===== src/hdl/assert_macros.svh =====
// ----------------------------------------------------------------------------
// Assertion macros
// Shared concurrent assertion macros for the resampler RTL.
// ----------------------------------------------------------------------------
`ifndef ASSERT_MACROS_SVH
`define ASSERT_MACROS_SVH

`ifndef SYNTHESIS

// Property checked at every rising clock edge outside reset.
`define ASSERT_PROP(label, clk, rst, prop, msg) \
  label: assert property (@(posedge clk) disable iff (rst) prop) else $error(msg);

// Condition that must never be true outside reset.
`define ASSERT_NEVER(label, clk, rst, cond, msg) \
  label: assert property (@(posedge clk) disable iff (rst) !(cond)) else $error(msg);

`else

`define ASSERT_PROP(label, clk, rst, prop, msg)
`define ASSERT_NEVER(label, clk, rst, cond, msg)

`endif

`endif


===== src/hdl/lirs_pkg.sv =====
// ----------------------------------------------------------------------------
// Resampler package
// Shared constants, register indexes and types of the linear resampler.
// ----------------------------------------------------------------------------
`default_nettype none

package lirs_pkg;

  localparam int FRAC_BITS     = 16;
  localparam int SAMPLE_W      = 16;
  localparam int OUT_W         = 24;
  localparam int RATE_W        = 18;
  localparam int OUT_LEN_W     = 12;
  localparam int IN_LEN_W      = 14;
  localparam int POS_W         = 30;
  localparam int IDX_W         = POS_W - FRAC_BITS;
  localparam int CFG_IDX_W     = 2;
  localparam int CFG_DATA_W    = 18;
  localparam int MAX_BLOCK_OUT = 2048;
  localparam int DEF_MAX_OUTS  = 8;

  localparam logic [RATE_W-1:0]    RATE_RESET    = RATE_W'(65536);
  localparam logic [OUT_LEN_W-1:0] OUT_LEN_RESET = OUT_LEN_W'(1024);
  localparam logic [IN_LEN_W-1:0]  IN_LEN_RESET  = IN_LEN_W'(1025);

  localparam logic [CFG_IDX_W-1:0] REG_RATE_STEP     = 2'd0;
  localparam logic [CFG_IDX_W-1:0] REG_OUT_BLOCK_LEN = 2'd1;
  localparam logic [CFG_IDX_W-1:0] REG_IN_BLOCK_LEN  = 2'd2;

  typedef struct packed {
    logic [RATE_W-1:0]    rate_step;
    logic [OUT_LEN_W-1:0] n_out;
    logic [IN_LEN_W-1:0]  last_in;
  } cfg_t;

endpackage

`default_nettype wire


===== src/hdl/lirs_cfg_regs.sv =====
// ----------------------------------------------------------------------------
// Resampler configuration registers
// Holds rate step and block lengths and derives the effective block limits.
// ----------------------------------------------------------------------------
`default_nettype none

module lirs_cfg_regs (
  input  wire logic                          clk,
  input  wire logic                          rst,
  input  wire logic                          cfg_valid,
  output logic                               cfg_ready,
  input  wire logic [lirs_pkg::CFG_IDX_W-1:0]  cfg_index,
  input  wire logic [lirs_pkg::CFG_DATA_W-1:0] cfg_data,
  output lirs_pkg::cfg_t                     cfg
);
  import lirs_pkg::*;

  logic [RATE_W-1:0]    rate_step;
  logic [OUT_LEN_W-1:0] out_block_len;
  logic [IN_LEN_W-1:0]  in_block_len;

  assign cfg_ready = 1'b1;

  always_ff @(posedge clk) begin
    if (rst) begin
      rate_step     <= RATE_RESET;
      out_block_len <= OUT_LEN_RESET;
      in_block_len  <= IN_LEN_RESET;
    end else if (cfg_valid && cfg_ready) begin
      unique case (cfg_index)
        REG_RATE_STEP:     rate_step     <= cfg_data[RATE_W-1:0];
        REG_OUT_BLOCK_LEN: out_block_len <= cfg_data[OUT_LEN_W-1:0];
        REG_IN_BLOCK_LEN:  in_block_len  <= cfg_data[IN_LEN_W-1:0];
        default: ;
      endcase
    end
  end

  always_comb begin
    cfg.rate_step = rate_step;
    if ({1'b0, out_block_len} > (OUT_LEN_W + 1)'(MAX_BLOCK_OUT)) begin
      cfg.n_out = OUT_LEN_W'(MAX_BLOCK_OUT);
    end else begin
      cfg.n_out = out_block_len;
    end
    if (in_block_len == '0) begin
      cfg.last_in = '0;
    end else begin
      cfg.last_in = in_block_len - IN_LEN_W'(1);
    end
  end

endmodule

`default_nettype wire


===== src/hdl/lirs_interp_unit.sv =====
// ----------------------------------------------------------------------------
// Resampler interpolation unit
// Shared multiply stage and rounding add, one channel per enabled cycle.
// ----------------------------------------------------------------------------
`default_nettype none

module lirs_interp_unit (
  input  wire logic                                clk,
  input  wire logic                                en,
  input  wire logic signed [lirs_pkg::SAMPLE_W-1:0]  s0,
  input  wire logic signed [lirs_pkg::SAMPLE_W-1:0]  s1,
  input  wire logic [lirs_pkg::FRAC_BITS-1:0]        frac,
  output logic signed [lirs_pkg::OUT_W-1:0]          res
);
  import lirs_pkg::*;

  localparam int DIFF_W = SAMPLE_W + 1;
  localparam int PROD_W = DIFF_W + FRAC_BITS + 1;
  localparam int SUM_W  = PROD_W + 1;
  localparam int SH     = FRAC_BITS - 8;
  localparam logic [SUM_W-1:0] RND = SUM_W'(1) << (SH - 1);

  logic signed [DIFF_W-1:0]   diff;
  logic signed [PROD_W-1:0]   prod;
  logic signed [SAMPLE_W-1:0] s0_q;
  logic signed [SUM_W-1:0]    sum;
  logic signed [SUM_W-1:0]    shifted;

  assign diff = DIFF_W'(s1) - DIFF_W'(s0);

  always_ff @(posedge clk) begin
    if (en) begin
      prod <= diff * $signed({1'b0, frac});
      s0_q <= s0;
    end
  end

  always_comb begin
    sum = $signed({{(SUM_W - SAMPLE_W - FRAC_BITS){s0_q[SAMPLE_W-1]}}, s0_q, {FRAC_BITS{1'b0}}})
        + $signed({prod[PROD_W-1], prod})
        + $signed(RND);
    shifted = sum >>> SH;
    res = shifted[OUT_W-1:0];
  end

endmodule

`default_nettype wire


===== src/hdl/linear_interp_audio_resampler.sv =====
// ----------------------------------------------------------------------------
// Linear interpolation audio resampler
// Block-wise stereo sample-rate converter with one shared multiplier.
// ----------------------------------------------------------------------------
// Input pairs enter on the s_ channel, left sample in the low half of tdata.
// Each input transaction can cause zero to MAX_OUTS_PER_INPUT output pairs on
// the m_ channel; tlast marks the last one caused by that input and tuser
// marks the last output pair of a block. Rate step and block lengths are set
// over the cfg channel; the user must write them only while the block is idle,
// as the block itself does not enforce it. An input transaction passes the
// evaluate state and, per output pair it causes, the left multiply, right
// multiply and finish states; the shared multiplier handles left then right
// of each pair, and a sequencer steps through the outputs one at a time.
// s_tready is high only while no input is in progress.
// A stalled receiver holds the output register and one staged result; the
// sequencer waits until the output register frees up.
// Reset restores the default registers and clears the sample history and
// block position, and drops any pending output.
// ----------------------------------------------------------------------------
`default_nettype none

`include "assert_macros.svh"

module linear_interp_audio_resampler #(
  parameter int MAX_OUTS_PER_INPUT = lirs_pkg::DEF_MAX_OUTS
) (
  input  wire logic                            clk,
  input  wire logic                            rst,
  input  wire logic                            cfg_valid,
  output logic                                 cfg_ready,
  input  wire logic [lirs_pkg::CFG_IDX_W-1:0]  cfg_index,
  input  wire logic [lirs_pkg::CFG_DATA_W-1:0] cfg_data,
  input  wire logic                            s_tvalid,
  output logic                                 s_tready,
  input  wire logic [31:0]                     s_tdata,   // left_in, right_in
  output logic                                 m_tvalid,
  input  wire logic                            m_tready,
  output logic [47:0]                          m_tdata,   // left_out, right_out
  output logic                                 m_tuser,   // block_end
  output logic                                 m_tlast    // run_last
);
  import lirs_pkg::*;

  localparam int RUN_W = $clog2(MAX_OUTS_PER_INPUT + 1);

  localparam logic [2:0] ST_IDLE  = 3'd0;
  localparam logic [2:0] ST_EVAL  = 3'd1;
  localparam logic [2:0] ST_MUL_L = 3'd2;
  localparam logic [2:0] ST_MUL_R = 3'd3;
  localparam logic [2:0] ST_FIN   = 3'd4;

  cfg_t cfg;

  logic [2:0]           state;
  logic [SAMPLE_W-1:0]  prev_left, prev_right, cur_left, cur_right;
  logic [IN_LEN_W-1:0]  in_index, cur_index;
  logic                 is_last;
  logic [OUT_LEN_W-1:0] out_index;
  logic [POS_W-1:0]     position_acc;
  logic [RUN_W-1:0]     run_count;
  logic                 use_interp;
  logic [FRAC_BITS-1:0] frac;
  logic                 pend_block_end;
  logic                 hold_valid;
  logic [OUT_W-1:0]     hold_left, hold_right;
  logic                 hold_block_end;

  logic [IN_LEN_W:0]    idx_next;
  logic                 loop_ok, hit_interp, hit_clamp, emit, out_free;
  logic                 out_load;
  logic                 unit_en;
  logic signed [SAMPLE_W-1:0] unit_s0, unit_s1;
  logic signed [OUT_W-1:0]    unit_res;

  lirs_cfg_regs u_cfg (
    .clk       (clk),
    .rst       (rst),
    .cfg_valid (cfg_valid),
    .cfg_ready (cfg_ready),
    .cfg_index (cfg_index),
    .cfg_data  (cfg_data),
    .cfg       (cfg)
  );

  lirs_interp_unit u_interp (
    .clk  (clk),
    .en   (unit_en),
    .s0   (unit_s0),
    .s1   (unit_s1),
    .frac (frac),
    .res  (unit_res)
  );

  assign s_tready = (state == ST_IDLE);
  assign out_free = !m_tvalid || m_tready;
  assign out_load = (state == ST_EVAL) && hold_valid && out_free;

  always_comb begin
    idx_next   = (IN_LEN_W + 1)'(position_acc[POS_W-1:FRAC_BITS]) + (IN_LEN_W + 1)'(1);
    loop_ok    = (out_index < cfg.n_out) && (run_count < RUN_W'(MAX_OUTS_PER_INPUT));
    hit_interp = (idx_next == {1'b0, cur_index});
    hit_clamp  = (idx_next < {1'b0, cur_index}) || is_last;
    emit       = loop_ok && (hit_interp || hit_clamp);
    unit_en    = (state == ST_MUL_L) || (state == ST_MUL_R);
    unit_s1    = (state == ST_MUL_L) ? cur_left : cur_right;
    if (state == ST_MUL_L) begin
      unit_s0 = use_interp ? prev_left : cur_left;
    end else begin
      unit_s0 = use_interp ? prev_right : cur_right;
    end
  end

  always_ff @(posedge clk) begin
    if (rst) begin
      m_tvalid <= 1'b0;
    end else if (out_load) begin
      m_tvalid <= 1'b1;
    end else if (m_tready) begin
      m_tvalid <= 1'b0;
    end
  end

  always_ff @(posedge clk) begin
    if (rst) begin
      state        <= ST_IDLE;
      prev_left    <= '0;
      prev_right   <= '0;
      in_index     <= '0;
      out_index    <= '0;
      position_acc <= '0;
      run_count    <= '0;
      hold_valid   <= 1'b0;
    end else begin
      unique case (state)
        ST_IDLE: begin
          if (s_tvalid) begin
            cur_left  <= s_tdata[15:0];
            cur_right <= s_tdata[31:16];
            cur_index <= (in_index > cfg.last_in) ? cfg.last_in : in_index;
            is_last   <= (in_index >= cfg.last_in);
            run_count <= '0;
            state     <= ST_EVAL;
          end
        end
        ST_EVAL: begin
          if (!hold_valid || out_free) begin
            if (hold_valid) begin
              m_tdata    <= {hold_right, hold_left};
              m_tuser    <= hold_block_end;
              m_tlast    <= !emit;
              hold_valid <= 1'b0;
            end
            if (emit) begin
              use_interp     <= hit_interp;
              frac           <= hit_interp ? position_acc[FRAC_BITS-1:0] : '0;
              pend_block_end <= ((out_index + OUT_LEN_W'(1)) == cfg.n_out);
              state          <= ST_MUL_L;
            end else begin
              prev_left  <= cur_left;
              prev_right <= cur_right;
              if (is_last) begin
                in_index     <= '0;
                out_index    <= '0;
                position_acc <= '0;
              end else begin
                in_index <= cur_index + IN_LEN_W'(1);
              end
              state <= ST_IDLE;
            end
          end
        end
        ST_MUL_L: begin
          state <= ST_MUL_R;
        end
        ST_MUL_R: begin
          hold_left <= unit_res;
          state     <= ST_FIN;
        end
        ST_FIN: begin
          hold_right     <= unit_res;
          hold_block_end <= pend_block_end;
          hold_valid     <= 1'b1;
          out_index      <= out_index + OUT_LEN_W'(1);
          position_acc   <= position_acc + POS_W'(cfg.rate_step);
          run_count      <= run_count + RUN_W'(1);
          state          <= ST_EVAL;
        end
        default: begin
          state <= ST_IDLE;
        end
      endcase
    end
  end

  `ASSERT_PROP(a_block_end_is_run_last, clk, rst, (m_tvalid && m_tuser) |-> m_tlast, "block end without run end")
  `ASSERT_PROP(a_idle_no_staged, clk, rst, s_tready |-> !hold_valid, "staged result left while idle")
  `ASSERT_PROP(a_stall_keeps_staged, clk, rst, (state == ST_EVAL && hold_valid && !out_free) |=> hold_valid, "staged result lost during stall")
  `ASSERT_NEVER(a_run_bound, clk, rst, run_count > RUN_W'(MAX_OUTS_PER_INPUT), "too many results for one input")

endmodule

`default_nettype wire

===== config.mk =====
export PLATFORM = sky130hd
export DESIGN_NAME = linear_interp_audio_resampler
export DESIGN_NICKNAME = d
export VERILOG_FILES = /design/src/hdl/lirs_pkg.sv /design/src/hdl/lirs_cfg_regs.sv /design/src/hdl/lirs_interp_unit.sv /design/src/hdl/linear_interp_audio_resampler.sv
export VERILOG_INCLUDE_DIRS = /design/src /design/src/hdl
export SDC_FILE = /design/constraint.sdc
export NUM_CORES = 1
export LEC_CHECK = 0
export ABC_AREA = 1
export BUFFER_PORTS_ARGS = -buffer_cell sky130_fd_sc_hd__buf_2
export CAP_MARGIN = 20
export CORE_MARGIN = 1.5
export CORE_UTILIZATION = 55
export CTS_CLUSTER_SIZE = 10
export DETAILED_ROUTE_END_ITERATION = 16
export GPL_TIMING_DRIVEN = 0
export PLACE_DENSITY_LB_ADDON = 0.12
export REMOVE_ABC_BUFFERS = 1
export SYNTH_ARGS = -nofsm -noshare
export SYNTH_HDL_FRONTEND = slang
export SYNTH_HIERARCHICAL = 1
export SYNTH_SLANG_ARGS = --single-unit

===== constraint.sdc =====
create_clock -name clk -period 18.4 [get_ports clk]
set_input_delay 0.92 -clock clk [delete_from_list [all_inputs] [get_ports clk]]
set_output_delay 0.92 -clock clk [all_outputs]
set_load 0.01 [all_outputs]

# Yosys cells after proc, flatten, opt, wreduce, memory -nomap -nowiden
# Index checks and enable logic that the tools add are counted.
[op_classes] addsub=9 mul=1 order_cmp=6 eq_ne=12 muxes=26 bitwise=2 n_reduce_logical=31
[op_table] cell="2-to-1 mux 30 bit" count=3
[op_table] cell="2-to-1 mux 16 bit" count=4
[op_table] cell="one-hot mux 30 bit (2 select lines)" count=1
[op_table] cell="2-to-1 mux 12 bit" count=4
[op_table] cell="2-to-1 mux 14 bit" count=3
[op_table] cell="adder 32 bit" count=1
[op_table] cell="adder 32 x 9 -> 32 bit (second input constant)" count=1
[op_table] cell="multiplier 17 x 17 -> 32 bit" count=1
[op_table] cell="adder 30 x 18 -> 30 bit" count=1
[op_table] cell="one-hot mux 12 bit (2 select lines)" count=1
[op_table] cell="subtractor 16 x 16 -> 17 bit" count=1
[op_table] cell="AND reduction 2 bit" count=8
[op_table] cell="adder 14 x 1 -> 15 bit (second input constant)" count=1
[op_table] cell="== test 15 x 14 -> 1 bit" count=1
[op_table] cell="less-than comparator 15 x 14 -> 1 bit" count=1
[op_table] cell="one-hot mux 3 bit (5 select lines)" count=1
[op_table] cell="adder 14 x 1 -> 14 bit (second input constant)" count=1
[op_table] cell=">= comparator 14 bit" count=1
[op_table] cell="> comparator 14 bit" count=1
[op_table] cell="zero test 14 bit" count=1
[op_table] cell="subtractor 14 x 1 -> 14 bit (second input constant)" count=1
[op_table] cell="adder 12 x 1 -> 12 bit (second input constant)" count=1
[op_table] cell="== test 12 bit" count=1
[op_table] cell="> comparator 12 bit (second input constant)" count=1
[op_table] cell="25 further kinds" count=46
[totals] register_bits=353 in_bits=57 output_inout_bits=53 elab_cells=114

# Depth between registers and ports, before layout
# Gate-level depths: netlist of the first run.
[depth] depth_word=8 mapped_depth=49 mapped_depth_nobuf=48

# Hierarchy
# Netlist of the first run, hierarchy kept.
[by_module_without_submodules] mod="lirs_interp_unit" instances=1 cells_each=1735 area_per_inst_um2=13679.4 seq_area_each_um2=1231.2
[by_module_without_submodules] mod="linear_interp_audio_resampler" instances=1 cells_each=1355 area_per_inst_um2=12600.8 seq_area_each_um2=6866.6
[by_module_without_submodules] mod="lirs_cfg_regs" instances=1 cells_each=293 area_per_inst_um2=2037.0 seq_area_each_um2=880.8

# Least setup slack after synthesis of the first run
# Ideal clock, no wire load.
[synth_path] path_kind="reg2reg" from="reg state[1]" to="reg u_interp.prod[30], data pin" setup_time_ps=258 arrival_time_ps=9385 t_required_ps=18142 slack_ps=8757 path_stages_with_launch=37 n_path_buf=2 synth_period_minus_slack_ps=9643 cell_sequence="dfxtp_1 > inv_1 > nor2_1 > nand2_1 > clkbuf_1 > o211ai_1 > o21ai_0 > ha_1 > fa_1 > inv_1 > nand2_1 > nand2_1 > nand3_1 > nand2_1 > nand2_1 > nand3_1 > nand2_2 > inv_2 > buf_2 > nor2_1 > inv_1 > fa_1 > fa_1 > inv_1 > fa_1 > fa_1 > fa_1 > inv_1 > fa_1 > inv_1 > ha_1 > a21oi_1 > a21boi_0 > o21ai_0 > a21oi_1 > nand2_1 > xor2_1"
[synth_between] elab_chain_len=4 word_cells_on_any_way=5 classes_between="add/sub: 1; mul: 1; eq/ne: 1; mux: 2"
[synth_lines] element="start: declaration" line_no="linear_interp_audio_resampler.sv:54" text="logic [2:0] state;"
[synth_lines] element="start signal: assignment" line_no="linear_interp_audio_resampler.sv:125" text="state <= ST_IDLE;"
[synth_lines] element="start signal: assignment" line_no="linear_interp_audio_resampler.sv:142" text="state <= ST_EVAL;"
[synth_lines] element="start signal: assignment" line_no="linear_interp_audio_resampler.sv:157" text="state <= ST_MUL_L;"
[synth_lines] element="== test 3 x 2 -> 1 bit" line_no="linear_interp_audio_resampler.sv:106" text="if (state == ST_MUL_L) begin"
[synth_lines] element="2-to-1 mux 16 bit" line_no="linear_interp_audio_resampler.sv:106"
[synth_lines] element="net unit_s0[0]" line_no="linear_interp_audio_resampler.sv:72" text="logic signed [SAMPLE_W-1:0] unit_s0, unit_s1;"
[synth_lines] element="subtractor 16 x 16 -> 17 bit" line_no="lirs_interp_unit.sv:29" text="assign diff = DIFF_W'(s1) - DIFF_W'(s0);"
[synth_lines] element="multiplier 17 x 17 -> 32 bit" line_no="lirs_interp_unit.sv:33" text="prod <= diff * $signed({1'b0, frac});"
[synth_lines] element="end signal: assignment" line_no="lirs_interp_unit.sv:33"
[synth_lines] element="end: declaration" line_no="lirs_interp_unit.sv:24" text="logic signed [PROD_W-1:0] prod;"
# The timed path passes the listed nets, and every way through them passes these cells.
# A chain may end at the register's enable or synchronous reset.

# Worst setup path after layout of the first run
[layout_path] from="reg use_interp" to="reg u_interp.prod[27], data pin"
[layout_between] elab_chain_len=4 word_cells_on_any_way=5 classes_between="add/sub: 1; mul: 1; mux: 3"
[layout_lines] element="start: declaration" line_no="linear_interp_audio_resampler.sv:61" text="logic use_interp;"
[layout_lines] element="start signal: assignment" line_no="linear_interp_audio_resampler.sv:154" text="use_interp <= hit_interp;"
[layout_lines] element="2-to-1 mux 16 bit, on equally long branches" line_no="linear_interp_audio_resampler.sv:109, linear_interp_audio_resampler.sv:107"
[layout_lines] element="2-to-1 mux 16 bit *" line_no="linear_interp_audio_resampler.sv:106"
[layout_lines] element="net unit_s0[0]" line_no="linear_interp_audio_resampler.sv:72"
[layout_lines] element="subtractor 16 x 16 -> 17 bit *" line_no="lirs_interp_unit.sv:29"
[layout_lines] element="multiplier 17 x 17 -> 32 bit *" line_no="lirs_interp_unit.sv:33"
# The timed path passes the listed nets; every way through them passes the cells marked *.

==> flow_metrics.py, run 1 <==
metrics = {
    "critical_path": {
        "crit_top_cell": "fa_1",
        "worstSetupPathType": "reg -> reg",
        "cp-startpoint": "use_interp",
        "cp-start-kind": "register",
        "arrival_ns": 10.16,
        "end_kind": "register",
        "reg2reg_from": "use_interp",
        "cp.required_ns": 18.70,
        "critical-path-max-stage-delay_ns": 0.74,
        "critPathMaxFanout": 38,
        "critPathSlowestCell": "edfxtp_1",
    },
    "clock_network": {
        "cts.clk_slew.worst_paths_ns": 0.06,
        "hold_buffers": 0,
        "cts_root_buf": "clkbuf_16",
        "cts.sinks": 346,
        "cts_setup_buffers": 0,
        "htreeDepth": 2,
        "ctsLongestPathBuffers": 3,
        "clock_latency_ns": 0.58,
        "cts_resized": 0,
        "cts_buffers": 42,
        "cts_tree": "built",
    },
    "sta": {
        "min_period_over_period_pct": 53.6,
        "min_period_ns": 9.86,
        "max_slew_margin_pct": 34.6,
        "fmax_ghz": 0.101,
        "rsz0062_at_grt": "no",
        "setup_viol": 0,
        "tightest_slew_ns": 0.980,
        "worst_clock_skew_ns": 0.0315,
        "tns_ns": 0,
        "hold_viol_final": 0,
        "slew_viol_final": 0,
    },
    "placement": {
        "io_buffers": 108,
        "gp_congestion": 0.939,
        "dp_hpwl_um": 57700,
    },
    "synth": {
        "syn_inst": 3383,
        "synthArstFlopShare_pct": 0,
        "syn-cell-area_mm2": 0.0283,
        "synth_ff_type": "edfxtp_1",
        "synth-edff-count": 205,
        "yosysWarnings": 6,
        "synth_area_per_cell_um2": 8.37,
        "ys_seq_elements": 346,
        "synthDistinctLibCells": 58,
        "seq_area_frac_synth_pct": 31.7,
    },
    "finish": {
        "nNetsFinal": 3959,
        "n_fill_cell": 4531,
        "drive_gt1_share_pct": 8.65,
        "layout_common_cells": "609 x inv_1, 576 x nand2_1, 401 x nor2_1",
        "diodes": 0,
        "layout_commonest_cell": "inv_1",
        "syn_to_final_growth_pct": 8.74,
    },
    "floorplan": {
        "coreArea_mm2": 0.0505,
        "num_rows": 82,
        "floorplan.initialDensity_pct": 56.1,
        "die_y_um": 230,
        "die_w_um": 230,
        "die_area_mm2": 0.0529,
        "boundaryPins": 110,
    },
    "routing": {
        "postRouteAntennaNets": 0,
        "first_pass_iters": 6,
        "wl_um": 72500,
        "drc": 0,
        "vias_per_cell": 5.37,
        "wl_per_cell_um": 17.4,
        "num_vias": 22300,
        "drt_iter0_drc": 1358,
    },
    "grt": {
        "grt_pass1_vias": 22700,
        "grt.total_usage_pct": 28.1,
        "grt_pass1_wl_um": 117000,
        "grt.overflow.total": 0,
        "antenna_found_initial": 0,
        "grt_max_degree": 64,
    },
    "status": {
        "status": "completed",
    },
    "min_path": {
        "hp-start": "hold_right[13]",
        "hold_path.class": "reg -> reg",
    },
    "flow_run": {
        "maxCapViolCount": 0,
    },
}
[metrics by stage]
stage	hold slack, ns	instance area, µm²	worst slack, ns	utilization (%)	std cells
2_1_floorplan	0.400	27900	7.60	-	3293
3_3_place_gp	0.401	29200	4.68	57.9	4073
3_5_place_dp	0.405	29500	7.99	58.5	4090
4_1_cts	0.416	30800	7.90	61.0	4161
5_1_grt	0.421	30800	7.97	61.0	4162
6_report	0.415	30800	8.54	61.0	4162
[routing by layer]
metal	vias to the layer above	global-route usage, %	wire length [µm]
met3	122	3.53	3320
met1	10800	34.3	29700
met2	557	51.4	37400
met4	0	8.58	2100
met5	-	0	0
li1	10900	-	-
[Yosys cell counts, types with 6 or more instances]
cell	instances	area [µm²]
nand2_2	16	100
nor4_1	8	50.1
nand3_1	156	781
o211ai_1	24	180
a31oi_1	6	37.5
ha_1	180	2250
a21boi_0	9	67.6
edfxtp_1	205	6160
buf_4	8	60.1
nor3_1	31	155
o21bai_1	10	75.1
o21ai_0	193	966
nand2_1	577	2170
o21a_1	6	45.0
buf_6	11	124
o21ai_2	11	96.3
or2_2	36	225
xnor2_1	16	140
o21ai_1	12	60.1
a21o_1	12	90.1
clkinv_1	7	26.3
dfxtp_1	141	2820
a21oi_2	9	78.8
nor2_1	404	1520
nand4_1	23	144
clkbuf_1	58	218
xor2_1	84	736
nor2_2	24	150
inv_1	610	2290
fa_1	259	5180
buf_2	10	50.1
a21oi_1	179	896
[final cells by class]
type                    count  area (µm²)  area share, %
flip-flops and latches    346        8980           29.2
clock buffers              65        1190           3.86
repair buffers            126         788           2.56
inverters                 623        2340           7.61
well taps                 672         841           2.73
clock inverters             6        72.6          0.236
multi-input cells        2324       16600           53.8
[kinds of logic after synthesis]
kind of cell    count (synthesis)  synth area share (%)
flops                         346                  31.7
fa+ha+maj                     439                  26.3
xor+xnor                      101                  3.15
simple gates                 1299                  19.4
mux                             1                0.0353
compound gates                483                  9.53
other cells                     1                0.0132
buf+inv                       713                  9.92
[sequential cells by signal (all words and copies together) (netlist names), 16 cells and up]
signal           cells
cur_left            16
cur_right           16
frac                16
hold_left           24
hold_right          24
m_tdata             48
position_acc        30
prev_left           16
prev_right          16
u_cfg/rate_step     18
u_interp/prod       25
u_interp/s0_q       16
[critical path, delay by kind of cell, from the launching register on]
kind            cells  cell delay [ns]
fa+ha+maj           9             4.21
compound gates      7             1.70
simple gates        9             1.52
buf+inv             7             1.28
flops               1             0.74
xor+xnor            1             0.09
[path summary, 6_finish.rpt]
kind                            cells past startpoint  slack (ns)                end
worst max-delay path                               33        8.54  u_interp/prod[27]
worst min-delay path                                0        0.41        m_tdata[37]
worst max register to register                     33        8.54  u_interp/prod[27]
worst min register to register                      0        0.41        m_tdata[37]
Power of run 1 is left out: the tool's default activity adds up to more than one toggle a clock period on the data nets, which glitch-free logic cannot reach.
==> run 2: changes to the inputs <==
--- a/config.mk
+++ b/config.mk
@@ -6,7 +6,7 @@
 export SDC_FILE = /design/constraint.sdc
 export NUM_CORES = 1
 export LEC_CHECK = 0
-export ABC_AREA = 1
+export ABC_AREA = 0
 export BUFFER_PORTS_ARGS = -buffer_cell sky130_fd_sc_hd__buf_2
 export CAP_MARGIN = 20
 export CORE_MARGIN = 1.5
==> constraint.sdc (replaced) <==
create_clock -name clk -period 9.8 [get_ports clk]
set_input_delay 0.49 -clock clk [delete_from_list [all_inputs] [get_ports clk]]
set_output_delay 0.49 -clock clk [all_outputs]
set_load 0.01 [all_outputs]
==> flow_metrics.py, run 2 <==
metrics = {
    "synth": {
        "synthDistinctLibCells": 88,
        "syn-cell-area_mm2": 0.0267,
        "synth_ff_type": "edfxtp_1",
        "seq_area_frac_synth_pct": 33.6,
        "synth_top_area_share_pct": 23.0,
        "yosys-top-cells-count": "383 x inv_1, 373 x nand2_1, 259 x fa_1, 205 x edfxtp_1, 180 x ha_1",
        "synth_area_leaders": "edfxtp_1 23%, fa_1 19%, dfxtp_1 11%",
        "synth_area_per_cell_um2": 9.84,
        "yosysMostFrequentCell": "inv_1",
        "yosysTopAreaCell": "edfxtp_1",
        "synthArstFlopShare_pct": 0,
        "syn_inst": 2716,
        "yosysWarnings": 6,
        "ys_seq_elements": 346,
        "synth-edff-count": 205,
    },
    "finish": {
        "diodes": 0,
        "n_fill_cell": 3905,
        "nNetsFinal": 3318,
        "syn_to_final_growth_pct": 11.8,
        "layout_common_cells": "380 x inv_1, 371 x nand2_1, 255 x fa_1",
        "largest_reg_flops": 48,
        "utilization_pct": 62.4,
        "layout_commonest_cell": "inv_1",
        "reg.largest.list": "m_tdata x48, position_acc x30, u_interp/prod x25",
        "drive_gt1_share_pct": 11.6,
        "regMostFlops": "m_tdata",
    },
    "floorplan": {
        "die_w_um": 223,
        "die_area_mm2": 0.0499,
        "die_y_um": 223,
        "floorplan.initialDensity_pct": 55.8,
        "coreArea_mm2": 0.0478,
        "num_rows": 80,
        "boundaryPins": 110,
    },
    "clock_network": {
        "ctsLongestPathBuffers": 3,
        "cts.clk_slew.worst_paths_ns": 0.06,
        "cts_tree": "built",
        "cts.sinks": 346,
        "clock_latency_ns": 0.55,
        "cts_root_buf": "clkbuf_16",
        "htreeDepth": 2,
        "cts_buffers": 41,
    },
    "routing": {
        "num_vias": 19200,
        "drc": 0,
        "vias_per_cell": 5.55,
        "first_pass_iters": 5,
        "wl_um": 62000,
        "drt_iter0_drc": 1015,
        "postRouteAntennaNets": 0,
        "wl_per_cell_um": 17.9,
    },
    "placement": {
        "gp_congestion": 0.864,
        "dp_hpwl_um": 47200,
        "io_buffers": 108,
    },
    "critical_path": {
        "cp-startpoint": "state[1]",
        "crit_cells": 34,
        "arrival_ns": 9.71,
        "reg2reg_slack_ns": 0.38,
        "path_buf_inv": 6,
        "crit_top_cell": "fa_1",
        "crit_end": "u_interp/prod[31]",
        "critPathSlowestCell": "fa_2",
        "end_kind": "register",
        "cp.required_ns": 10.09,
        "critical-path-max-stage-delay_ns": 0.64,
        "critPathMaxFanout": 17,
        "rr_worst_depth": 34,
        "critPathTopFamily": "adder cells",
        "cp-start-kind": "register",
        "worstSetupPathType": "reg -> reg",
        "worstReg2RegEnd": "u_interp/prod[31]",
        "reg2reg_from": "state[1]",
    },
    "sta": {
        "min_period_over_period_pct": 96.2,
        "worst_clock_skew_ns": 0.0157,
        "fmax_ghz": 0.106,
        "slew_viol_final": 0,
        "hold_ws_ns": 0.111,
        "tightest_slew_ns": 1.09,
        "hold_viol_final": 0,
        "max_slew_margin_pct": 27.1,
        "min_period_ns": 9.42,
        "setup_viol": 0,
    },
    "grt": {
        "grt.total_usage_pct": 25.4,
        "grt_pass1_wl_um": 101000,
        "grt_pass1_vias": 20000,
        "grt.overflow.total": 0,
        "grt_max_degree": 78,
        "antenna_found_initial": 1,
    },
    "min_path": {
        "hold_path.class": "in -> reg",
    },
    "status": {
        "status": "completed",
    },
    "flow_run": {
        "maxCapViolCount": 0,
    },
}
==> run 2: cell types whose count changed in the layout (fill, tap and decap cells not counted), sizes merged, moves of 44 or more <==
cell | previous run | this run
nand3 | 160 | 40
inv | 618 | 384
nor2b | 0 | 44
o21ai | 217 | 70
and2 | 2 | 131
nand2 | 597 | 373
xnor2 | 16 | 91
nor2 | 428 | 111
==> run 2: logic make-up (layout without fill, tap and decap cells) <==
logic type | after synthesis | after routing | share of synthesized area (%)
simple gates | 854 | 856 | 15.5
buf+inv | 487 | 620 | 7.00
fa+ha+maj | 439 | 439 | 27.8
compound gates | 397 | 397 | 9.31
flops | 346 | 346 | 33.6
xor+xnor | 142 | 142 | 4.66
mux | 50 | 50 | 2.02
other cells | 1 | 1 | 0.0140
==> run 2: per-stage QoR <==
| stage | cell area [µm²] | setup slack (ns) | TNS [ns] | cells |
|---|---|---|---|---|
| 2_1_floorplan | 26300 | -1.87 | -26.56 | 2613 |
| 3_3_place_gp | 27600 | -4.96 | -93.18 | 3336 |
| 3_5_place_dp | 28200 | -1.65 | -15.85 | 3363 |
| 4_1_cts | 29600 | 0.0268 | 0 | 3448 |
| 5_1_grt | 29900 | -0.0343 | -0.0343 | 3466 |
| 6_report | 29900 | 0.375 | 0 | 3466 |
==> run 2: what timing repair did <==
item                                    CTS  global route
gates resized for setup                  16            32
buffers inserted                         12            16
cloned                                    1             2
endpoints found under the setup margin   18            11
pin swaps                                 7            10
hold buffers                              0             0
==> run 2: routing by layer <==
layer / up-vias / track usage, % / wire, µm
met3: 123 / 3.12 / 2550
met4: 2 / 9.44 / 2220
met1: 9503 / 31.7 / 25900
met2: 456 / 45.3 / 31300
met5: - / 0 / 13
li1: 9160 / - / -
==> run 2: layout make-up <==
type | count | area [µm²] | share of cell area [%]
Tap cell | 615 | 769 | 2.58
Timing Repair Buffer | 164 | 1230 | 4.11
Multi-Input combinational cell | 1885 | 16200 | 54.3
Inverter | 384 | 1450 | 4.84
Clock buffer | 68 | 1170 | 3.91
Sequential cell | 346 | 8980 | 30.1
Clock inverter | 4 | 71.3 | 0.239
==> run 2: worst min path at each step <==
stage / start / endpoint / slack (ns) / cells after the start
detailed placement: hold_left[23] / m_tdata[23] / 0.41 / 0
global route: s_tdata[7] / cur_left[7] / 0.09 / 1
global placement: hold_right[12] / m_tdata[36] / 0.40 / 0
CTS: s_tdata[4] / cur_left[4] / 0.09 / 1
floorplan: pend_block_end / hold_block_end / 0.40 / 0
finish: s_tdata[13] / cur_left[13] / 0.11 / 1
Power of run 2 is left out for the same reason.
